### config.mk
export PLATFORM = sky130hd
export DESIGN_NAME = lz77td_ptr
export DESIGN_NICKNAME = d
export VERILOG_FILES = /design/src/lz77td_pkg.sv /design/src/lz77td_ptr.sv
export SDC_FILE = /design/constraint.sdc
export NUM_CORES = 1
export LEC_CHECK = 0
export BUFFER_PORTS_ARGS = -buffer_cell sky130_fd_sc_hd__clkbuf_2
export CAP_MARGIN = 0
export CELL_PAD_IN_SITES_DETAIL_PLACEMENT = 0
export CELL_PAD_IN_SITES_GLOBAL_PLACEMENT = 1
export CORE_UTILIZATION = 42
export CTS_BUF_LIST = sky130_fd_sc_hd__clkbuf_16
export DETAILED_ROUTE_END_ITERATION = 16
export GPL_ROUTABILITY_DRIVEN = 1
export HOLD_SLACK_MARGIN = 0.06
export PLACE_DENSITY = 0.81
export SLEW_MARGIN = 25
export SYNTH_ARGS = -nofsm -noshare
export SYNTH_HDL_FRONTEND = slang
export SYNTH_SLANG_ARGS = --single-unit
### constraint.sdc
create_clock -name clk -period 3.07 [get_ports clk]
set_input_delay 0.4605 -clock clk [delete_from_list [all_inputs] [get_ports clk]]
set_output_delay 0.4605 -clock clk [all_outputs]
set_load 0.005 [all_outputs]
### src/lz77td_pkg.sv
// Shared types and constants of the LZ77 triple decoder.
`timescale 1ns / 1ps

package lz77td_pkg;

	localparam int OFFSET_W   = 13;
	localparam int LENGTH_W   = 6;
	localparam int BYTE_W     = 8;
	localparam int S_TDATA_W  = 32;
	localparam int M_TDATA_W  = 8;

	localparam int OFFSET_LSB  = 0;
	localparam int LENGTH_LSB  = OFFSET_LSB + OFFSET_W;
	localparam int LITERAL_LSB = LENGTH_LSB + LENGTH_W;

	typedef enum logic [1:0] {
		ST_IDLE,
		ST_COPY,
		ST_LIT
	} state_t;

	// Commands from the sequencer to the pointer unit.
	typedef struct packed {
		logic load;   // a token with a valid copy is taken: start the read pointer
		logic push;   // one byte is written to history this cycle
	} ptr_cmd_t;

endpackage

### src/lz77td_ptr.sv
// Pointer unit: write position, fill level, copy source pointer and offset check.
`timescale 1ns / 1ps

module lz77td_ptr #(
	parameter int WINDOW_SIZE = 4096
) (
	input  logic                                 clk,
	input  logic                                 arst_n,
	input  lz77td_pkg::ptr_cmd_t                 cmd,
	input  logic [lz77td_pkg::OFFSET_W-1:0]      back_offset,
	output logic [$clog2(WINDOW_SIZE)-1:0]       wr_addr,
	output logic [$clog2(WINDOW_SIZE)-1:0]       rd_addr,
	output logic [$clog2(WINDOW_SIZE+1)-1:0]     fill,
	output logic                                 offset_bad
);

	localparam int PW = $clog2(WINDOW_SIZE);
	localparam int FW = $clog2(WINDOW_SIZE + 1);
	localparam int AW = ((PW > lz77td_pkg::OFFSET_W) ? PW : lz77td_pkg::OFFSET_W) + 1;

	logic [PW-1:0] wp_q;
	logic [PW-1:0] rp_q;
	logic [FW-1:0] fill_q;
	logic [AW-1:0] diff;
	logic [AW-1:0] diff_wrap;
	logic [PW-1:0] wp_inc;
	logic [PW-1:0] rp_inc;

	// Source of the first copied byte: write position minus offset, modulo the window.
	always_comb begin
		diff      = AW'(wp_q) - AW'(back_offset);
		diff_wrap = diff[AW-1] ? (diff + AW'(WINDOW_SIZE)) : diff;
	end

	assign wp_inc = (wp_q == PW'(WINDOW_SIZE - 1)) ? '0 : (wp_q + PW'(1));
	assign rp_inc = (rp_q == PW'(WINDOW_SIZE - 1)) ? '0 : (rp_q + PW'(1));

	assign rd_addr    = cmd.load ? diff_wrap[PW-1:0] : rp_inc;
	assign wr_addr    = wp_q;
	assign fill       = fill_q;
	assign offset_bad = (back_offset == '0) || (AW'(back_offset) > AW'(fill_q));

	always_ff @(posedge clk or negedge arst_n) begin
		if (!arst_n) begin
			wp_q   <= '0;
			fill_q <= '0;
		end else if (cmd.push) begin
			wp_q <= wp_inc;
			if (fill_q != FW'(WINDOW_SIZE)) begin
				fill_q <= fill_q + FW'(1);
			end
		end
	end

	always_ff @(posedge clk) begin
		if (cmd.load || cmd.push) begin
			rp_q <= rd_addr;
		end
	end

endmodule

# --- Yosys cells after proc, flatten, opt, wreduce, memory -nomap -nowiden ---
# Index checks and enable logic that the tools add are counted.
classes:
  eq_ne: 3
  mux: 4
  magnitude_cmp: 1
  mul: 0
  n_reduce_logical: 4
  add_sub_neg: 5
  shifts: 0
  n_div: 0
  n_bitwise: 0
ops:
  columns: ["op", "n"]
  rows:
  - ["12-bit 2-to-1 mux", 4]
  - ["12-bit by 1-bit adder with 12-bit output (second input constant)", 3]
  - ["12-bit equality test (second input constant)", 2]
  - ["12-bit by 13-bit subtractor with 14-bit output", 1]
  - ["13-bit by 1-bit adder with 13-bit output (second input constant)", 1]
  - ["13-bit greater-than comparator", 1]
  - ["13-bit zero test", 1]
  - ["13-bit != test (second input constant)", 1]
  - ["1-bit logical OR", 2]
  - ["2-bit AND reduction", 1]
totals:
  input_bits: 17
  romBits: 0
  regBits: 37
  latch_bits: 0
  mem_bits_rw: 0
  output_inout_bits: 38
  memories: 0
  wordCells: 20

# --- Depth between registers and ports, before layout ---
# Gate-level depths: netlist of the first run.
logic_depth:
  depth_word: 4
  ltp_mapped: 9
  ltp_nobuf: 9

# --- Worst setup path after synthesis of the first run ---
# OpenSTA, ideal clock, no wires.
synth_path:
  path_kind: "register to output"
  start: "register wp_q[0], in the netlist wr_addr[0]"
  end: "output port rd_addr[10]"
  n_path_buf: 0
  stages_incl_launch_ff: 10
  t_arrival_ns: 2.214
  slack_ns: 0.395
  required_time_ns: 2.609
  cell_sequence: "dfrtp_1 inv_1 ha_1 inv_1 fa_1 a21o_1 a221oi_4 a31oi_1 or3_1 a31o_1"
synth_via:
  elab_chain_cells: 4
synth_lines:
  columns: ["element", "line", "rtl"]
  rows:
  - ["start: declaration", "lz77td_ptr.sv:21", "logic [PW-1:0] wp_q;"]
  - ["start signal: assignment", "lz77td_ptr.sv:48", "wp_q <= wp_inc;"]
  - ["12-bit by 13-bit subtractor with 14-bit output *", "lz77td_ptr.sv:31", "diff = AW'(wp_q) - AW'(back_offset);"]
  - ["12-bit by 1-bit adder with 12-bit output", "lz77td_ptr.sv:32", "diff_wrap = diff[AW-1] ? (diff + AW'(WINDOW_SIZE)) : diff;"]
  - ["12-bit 2-to-1 mux *", "lz77td_ptr.sv:32", null]
  - ["12-bit 2-to-1 mux *", "lz77td_ptr.sv:38", "assign rd_addr = cmd.load ? diff_wrap[PW-1:0] : rp_inc;"]
  - ["end: declaration", "lz77td_ptr.sv:12", "output logic [$clog2(WINDOW_SIZE)-1:0] rd_addr,"]
# Every way passes the cells marked *; elsewhere a longest branch is shown, timed or not.

# --- Worst setup path in the final report of the first run ---
# Ends and elaborated chain as after synthesis.

==> parameters.txt, run 1 <==
Parameter                              Value

Outcome
  Outcome ... finished, violations left
  Violations in the final reports ... setup timing

Synth
  Top cell type's share of synthesized area ... 22.60%
  Mean instance size in the synthesized netlist ... 9.015 µm²
  Number of enable flip-flop cells after synthesis ... 12
  Yosys warning count ... 0
  Cell count after synthesis ... 307
  Cell taking the most area after synthesis ... dfrtp_1
  Sequential cell area fraction in the yosys report ... 35.62%
  Number of nets produced by synthesis ... 353
  Post-synthesis register bit count ... 37
  Biggest area contributors in the synthesized netlist ... dfrtp_1 (23%), edfxtp_1 (13%), ha_1 (13%)
  Post-synthesis instance area ... 2768 µm²
  Fraction of registers with async set or reset after synthesis ... 67.57%
  Count of different cell masters after synthesis ... 43
  Most used flip-flop cell after synthesis ... dfrtp_1

Route
  Vias per cell ... 5.403
  Remaining routing DRC violations ... 0
  Number of DRC markers in iteration 0 ... 145
  Antenna-violating nets left ... 0
  Vias ... 2415
  Mean routed wirelength per cell ... 15.09 µm
  Total wire length after detailed routing ... 6745 µm
  Initial DRT Pass Iterations ... 4

Worst setup path
  Bufs and invs on worst path ... 3
  Crit end category ... output pin
  FF-to-FF Start ... wr_addr[0]$_DFFE_PN0P_
  Slack of the worst reg-to-reg path ... 0.57 ns
  Crit Path Max Fanout ... 2
  Reg-to-reg endpoint ... rp_q[10]$_DFFE_PP_
  CP top delay family ... compound AO/OA/AOI/OAI gates
  Type of element launching the critical path ... flop
  Launching element of the worst setup path ... wr_addr[0]$_DFFE_PN0P_
  Slowest CP cell ... fa_2
  Critical-path cell list ... inv_2 > ha_4 > inv_2 > fa_2 > a21o_1 > a221oi_4 > a31oi_2 > or3_1 > a31o_1 > clkbuf_2
  Crit path arrival time ... 2.64 ns
  Worst Reg-to-Reg Cells ... 9
  Kind of critical path ... reg2out
  Largest stage delay on the critical path ... 0.39 ns
  Endpoint required time on the critical path ... 2.61 ns
  Most repeated library cell on the critical path ... inv_2

Timing
  Setup slack after layout ... -0.02804 ns
  Period utilization ... 100.9%
  Hold violation count in the final report ... 0
  Number of pins exceeding their max-slew limit in the final report ... 0
  Final worst path period need ... 3.098 ns
  Post-Route Skew ... 0.006384 ns
  Final setup violation count ... 2
  Maximum clock frequency ... 322.8 MHz
  Slew HR ... 43.49%
  Setup repair after global routing missed its margin ... true
  Transition time of the tightest slew-check pin ... 0.8399 ns

Power and ir drop
  IR drop worst, VDD ... 404.2 µV
  Leak pwr ... 1.516 nW
  Power density cells ... 682.7 nW/µm²

CTS
  TritonCTS clock tree ... done
  CTS Root Cell ... clkbuf_16
  Inserted Clock Buffers ... 5
  Clock slew at reported path FFs ... 0.06 ns
  Clock Tree Buf Depth ... 2
  Number of levels the H-tree was split into ... 2
  Total number of clock tree sinks ... 37
  Worst skew pair latency ... 0.28 ns

Placement
  Number of placed instances with taps included ... 434
  Routability congestion estimate ... 0.8890
  Final HPWL DP ... 5125 µm
  Port-buffer cells ... 54
  Place WS ... 0.07372 ns

Final layout
  Commonest cells after routing, fill and taps aside ... clkbuf_2 (54), inv_1 (30), nand2_1 (27), ha_1 (27), dfrtp_1 (25)
  Number of cells in the finished layout apart from fillers ... 447
  Area grow syn2layout ... 20.48%
  Antenna diode count ... 0
  Number of nets in the final layout ... 416
  Share of post-route cells with drive strength above 1 ... 21.35%
  Commonest non-fill, non-tap cell in the layout ... clkbuf_2

Hold path
  Path type of the worst min-delay path ... in2async

Global route
  Maximum number of pins on one net before global-route repair ... 26
  Remaining global-route overflow ... 0
  GRT Resource Usage Total ... 20.22%
  Antenna violations before repair ... 0
  Vias in the first global route ... 2322
  Wire length of the first global-routing pass ... 11140 µm

Floorplanning
  Die boundary height ... 83.18 µm
  Floorplan Core Area ... 6350 µm²
  Total I/O pin count ... 55
  Die Footprint ... 6918 µm²
  Starting utilization of the core area ... 43.59%
  Number of rows in the core area ... 29
  Die width ... 83.18 µm

Job
  Max Cap Violations ... 0
per-layer routing:
layer  wire [µm]  share of wire [%]  GRT usage, %
met5           0                  0             0
met4          48               0.71         6.583
met3         205                3.0         4.076
met2        3095                 46         31.37
met1        3395                 50         28.21
synth_stat cells, drive strengths merged, types with 3 or more instances:
library cell,n
or3,3
o22ai,6
ha,28
o21ai,17
inv,31
nor4,9
nor4b,3
nor2,18
nor3,3
nand2,27
nand4,13
xnor2,24
and4,3
a21o,4
and3,6
clkbuf,6
xor2,11
edfxtp,12
nand3,18
nand2b,5
a21oi,12
dfrtp,25
cell families after synthesis:
logic type               count (synthesis)  share of synthesized area, %
AND/OR/NAND/NOR                        112                         21.20
AO/OA/AOI/OAI                           55                         13.11
buffers and inverters                   38                         5.199
flip-flops                              37                         35.62
XOR/XNOR                                35                         11.08
adder cells (fa/ha/maj)                 29                         13.38
multiplexers                             1                        0.4068
report_power, final:
part / switching (mW) / total [mW] / internal, mW
Sequential: 0.188 / 0.847 / 0.659
Combinational: 0.490 / 0.958 / 0.468
Clock: 0.181 / 0.471 / 0.290
Total: 0.859 / 2.28 / 1.42
per-stage QoR:
step           power (mW)  setup TNS (ns)  hold WS [ns]  instance area, µm²  utilization (%)
2_1_floorplan       1.414               0        0.1649                2768                -
3_3_place_gp        1.728               0        0.4969                3129            49.28
3_5_place_dp        1.751               0        0.4936                3129            49.28
4_1_cts             2.259               0        0.2227                3279            51.65
5_1_grt             2.450         -0.2945        0.2522                3334            52.51
6_report            2.276        -0.04081        0.2032                3334            52.51
state kept, by name (all words and copies together), names as in the netlist:
register / flops
fill: 13
rp_q: 12
wr_addr: 12
worst max-delay path by stage:
stage	end	slack [ns]	cells past startpoint
after global placement	rd_addr[10]	0.09	10
after global routing	rd_addr[10]	-0.15	10
final	rd_addr[10]	-0.03	10
after floorplan	rd_addr[10]	0.40	9
after CTS	rd_addr[10]	0.008	10
after detailed placement	rd_addr[10]	0.07	10
final cells by class:
cell class | instances | area, µm²
clock buffer | 5 | 125.1
inverter | 31 | 116.4
tap | 77 | 96.34
sequential | 37 | 985.9
multi-input combinational | 232 | 1665
fill | 601 | 3015
timing repair buffer | 63 | 337.8
clock inverter | 2 | 7.507
what timing repair did:
| action | CTS | global route |
|---|---|---|
| resized for setup | 2 | 6 |
| pin swaps | 3 | 6 |
| endpoints found under the setup margin | 2 | 2 |
| setup buffers | 2 | 4 |
| hold buffers | 0 | 0 |
Power figures use the tool's default switching activity.
==> run 2, diff against run 1 <==
Settings changed: SKIP_LAST_GASP set to 1.
==> parameters.txt, run 2 (synthesis results as in run 1) <==
Parameter                              Value

Timing
  Slew HR ... 43.49%
  Hold violation count in the final report ... 0
  Setup repair after global routing missed its margin ... true
  Period utilization ... 100.9%
  Worst hold margin ... 0.2032 ns
  Post-Route Skew ... 0.006384 ns
  Transition time of the tightest slew-check pin ... 0.8399 ns
  Setup TNS Final ... -0.04081 ns
  Setup slack after layout ... -0.02804 ns
  Final worst path period need ... 3.098 ns
  Final setup violation count ... 2
  Number of pins exceeding their max-slew limit in the final report ... 0
  Maximum clock frequency ... 322.8 MHz

Worst setup path
  Endpoint required time on the critical path ... 2.61 ns
  Slowest CP cell ... fa_2
  Reg-to-reg endpoint ... rp_q[10]$_DFFE_PP_
  WP depth ... 10
  FF-to-FF Start ... wr_addr[0]$_DFFE_PN0P_
  Largest stage delay on the critical path ... 0.39 ns
  Worst Reg-to-Reg Cells ... 9
  Bufs and invs on worst path ... 3
  Slack of the worst reg-to-reg path ... 0.57 ns
  Most repeated library cell on the critical path ... inv_2
  Critical-path cell list ... inv_2 > ha_4 > inv_2 > fa_2 > a21o_1 > a221oi_4 > a31oi_2 > or3_1 > a31o_1 > clkbuf_2
  Type of element launching the critical path ... flop
  Kind of critical path ... reg2out
  CP top delay family ... compound AO/OA/AOI/OAI gates
  Crit end category ... output pin
  Crit path arrival time ... 2.64 ns
  Crit Path Max Fanout ... 2

Final layout
  Total non-filler cell area in the finished layout ... 3334 µm²
  Commonest cells after routing, fill and taps aside ... clkbuf_2 (54), inv_1 (30), nand2_1 (27), ha_1 (27), dfrtp_1 (25)
  Final Core Density ... 52.51%
  Max reg flops ... 13
  Antenna diode count ... 0
  Number of nets in the final layout ... 416
  Number of cells in the finished layout apart from fillers ... 447
  Area grow syn2layout ... 20.48%
  Commonest non-fill, non-tap cell in the layout ... clkbuf_2
  Share of post-route cells with drive strength above 1 ... 21.35%

Route
  Vias per cell ... 5.403
  Number of DRC markers in iteration 0 ... 145
  Vias ... 2415
  Remaining routing DRC violations ... 0
  Mean routed wirelength per cell ... 15.09 µm
  Total wire length after detailed routing ... 6747 µm
  Initial DRT Pass Iterations ... 4
  Antenna-violating nets left ... 0

CTS
  CTS Root Cell ... clkbuf_16
  TritonCTS clock tree ... done
  Clock Tree Buf Depth ... 2
  Inserted Clock Buffers ... 5
  Worst skew pair latency ... 0.28 ns
  Cts-stage hold buffer count ... 0
  Clock slew at reported path FFs ... 0.06 ns
  Number of levels the H-tree was split into ... 2
  Total number of clock tree sinks ... 37

Job
  Max Cap Violations ... 0

Placement
  Port-buffer cells ... 54
  Final HPWL DP ... 5125 µm
  Number of placed instances with taps included ... 434
  Place WS ... 0.07372 ns
  Placed cell areas ... 3129 µm²
  Routability congestion estimate ... 0.8890

Hold path
  Path type of the worst min-delay path ... in2async

Floorplanning
  Floorplan Core Area ... 6350 µm²
  Die boundary height ... 83.18 µm
  Starting utilization of the core area ... 43.59%
  Die width ... 83.18 µm
  Total I/O pin count ... 55
  Number of rows in the core area ... 29
  Die Footprint ... 6918 µm²

Global route
  Maximum number of pins on one net before global-route repair ... 26
  GRT Resource Usage Total ... 20.22%
  Antenna violations before repair ... 0
  Wire length of the first global-routing pass ... 11140 µm
  Remaining global-route overflow ... 0
  Vias in the first global route ... 2322

Power and ir drop
  Power density cells ... 682.4 nW/µm²
  Post-layout total power ... 2.276 mW
  IR drop worst, VDD ... 404.2 µV
  Leak pwr ... 1.516 nW

Outcome
  Violations in the final reports ... setup timing
  Outcome ... finished, violations left
-- run 2: cell count changes in the layout (fill, tap and decap cells not counted) --
cell,change
o21ai_0,+1
o21ai_1,-1
-- run 2: area by class of cell --
type / count / area (µm²)
multi-input combinational: 232 / 1665
tap: 77 / 96.34
inverter: 31 / 116.4
fill: 601 / 3015
clock buffer: 5 / 125.1
clock inverter: 2 / 7.507
sequential: 37 / 985.9
timing repair buffer: 63 / 337.8
-- run 2: worst register-to-register path, delay by kind of cell (launching register included) --
family | cells | cell delay [ns]
flops | 1 | 0.38
simple gates | 1 | 0.37
buf+inv | 2 | 0.12
fa+ha+maj | 2 | 0.52
compound gates | 4 | 0.86
-- run 2: report_power, final --
group	total, mW	internal [mW]	switching (mW)	leakage [nW]
registers	0.847	0.659	0.188	0.451
clock network	0.471	0.290	0.181	0.0685
logic	0.957	0.468	0.490	0.996
total	2.28	1.42	0.859	1.52
-- run 2: metal layers --
metal	share of wire (%)	GRT usage, %
met5	0	0
met4	0.71	6.583
met3	3.0	4.076
met2	46	31.37
met1	50	28.21
-- run 2: worst max-delay path by stage --
stage	startpoint	endpoint	slack, ns
2_1_floorplan	wr_addr[0]$_DFFE_PN0P_	rd_addr[10]	0.40
3_3_place_gp	back_offset[0]	rd_addr[10]	0.09
3_5_place_dp	back_offset[0]	rd_addr[10]	0.07
4_1_cts	wr_addr[0]$_DFFE_PN0P_	rd_addr[10]	0.008
5_1_grt	wr_addr[0]$_DFFE_PN0P_	rd_addr[10]	-0.15
6_report	wr_addr[0]$_DFFE_PN0P_	rd_addr[10]	-0.03
-- run 2: timing repair --
action | in CTS | in global routing
pin swaps | 3 | 6
gates resized for setup | 2 | 5
endpoints found under the setup margin | 2 | 2
buffers inserted | 2 | 4
gates cloned | 0 | 0
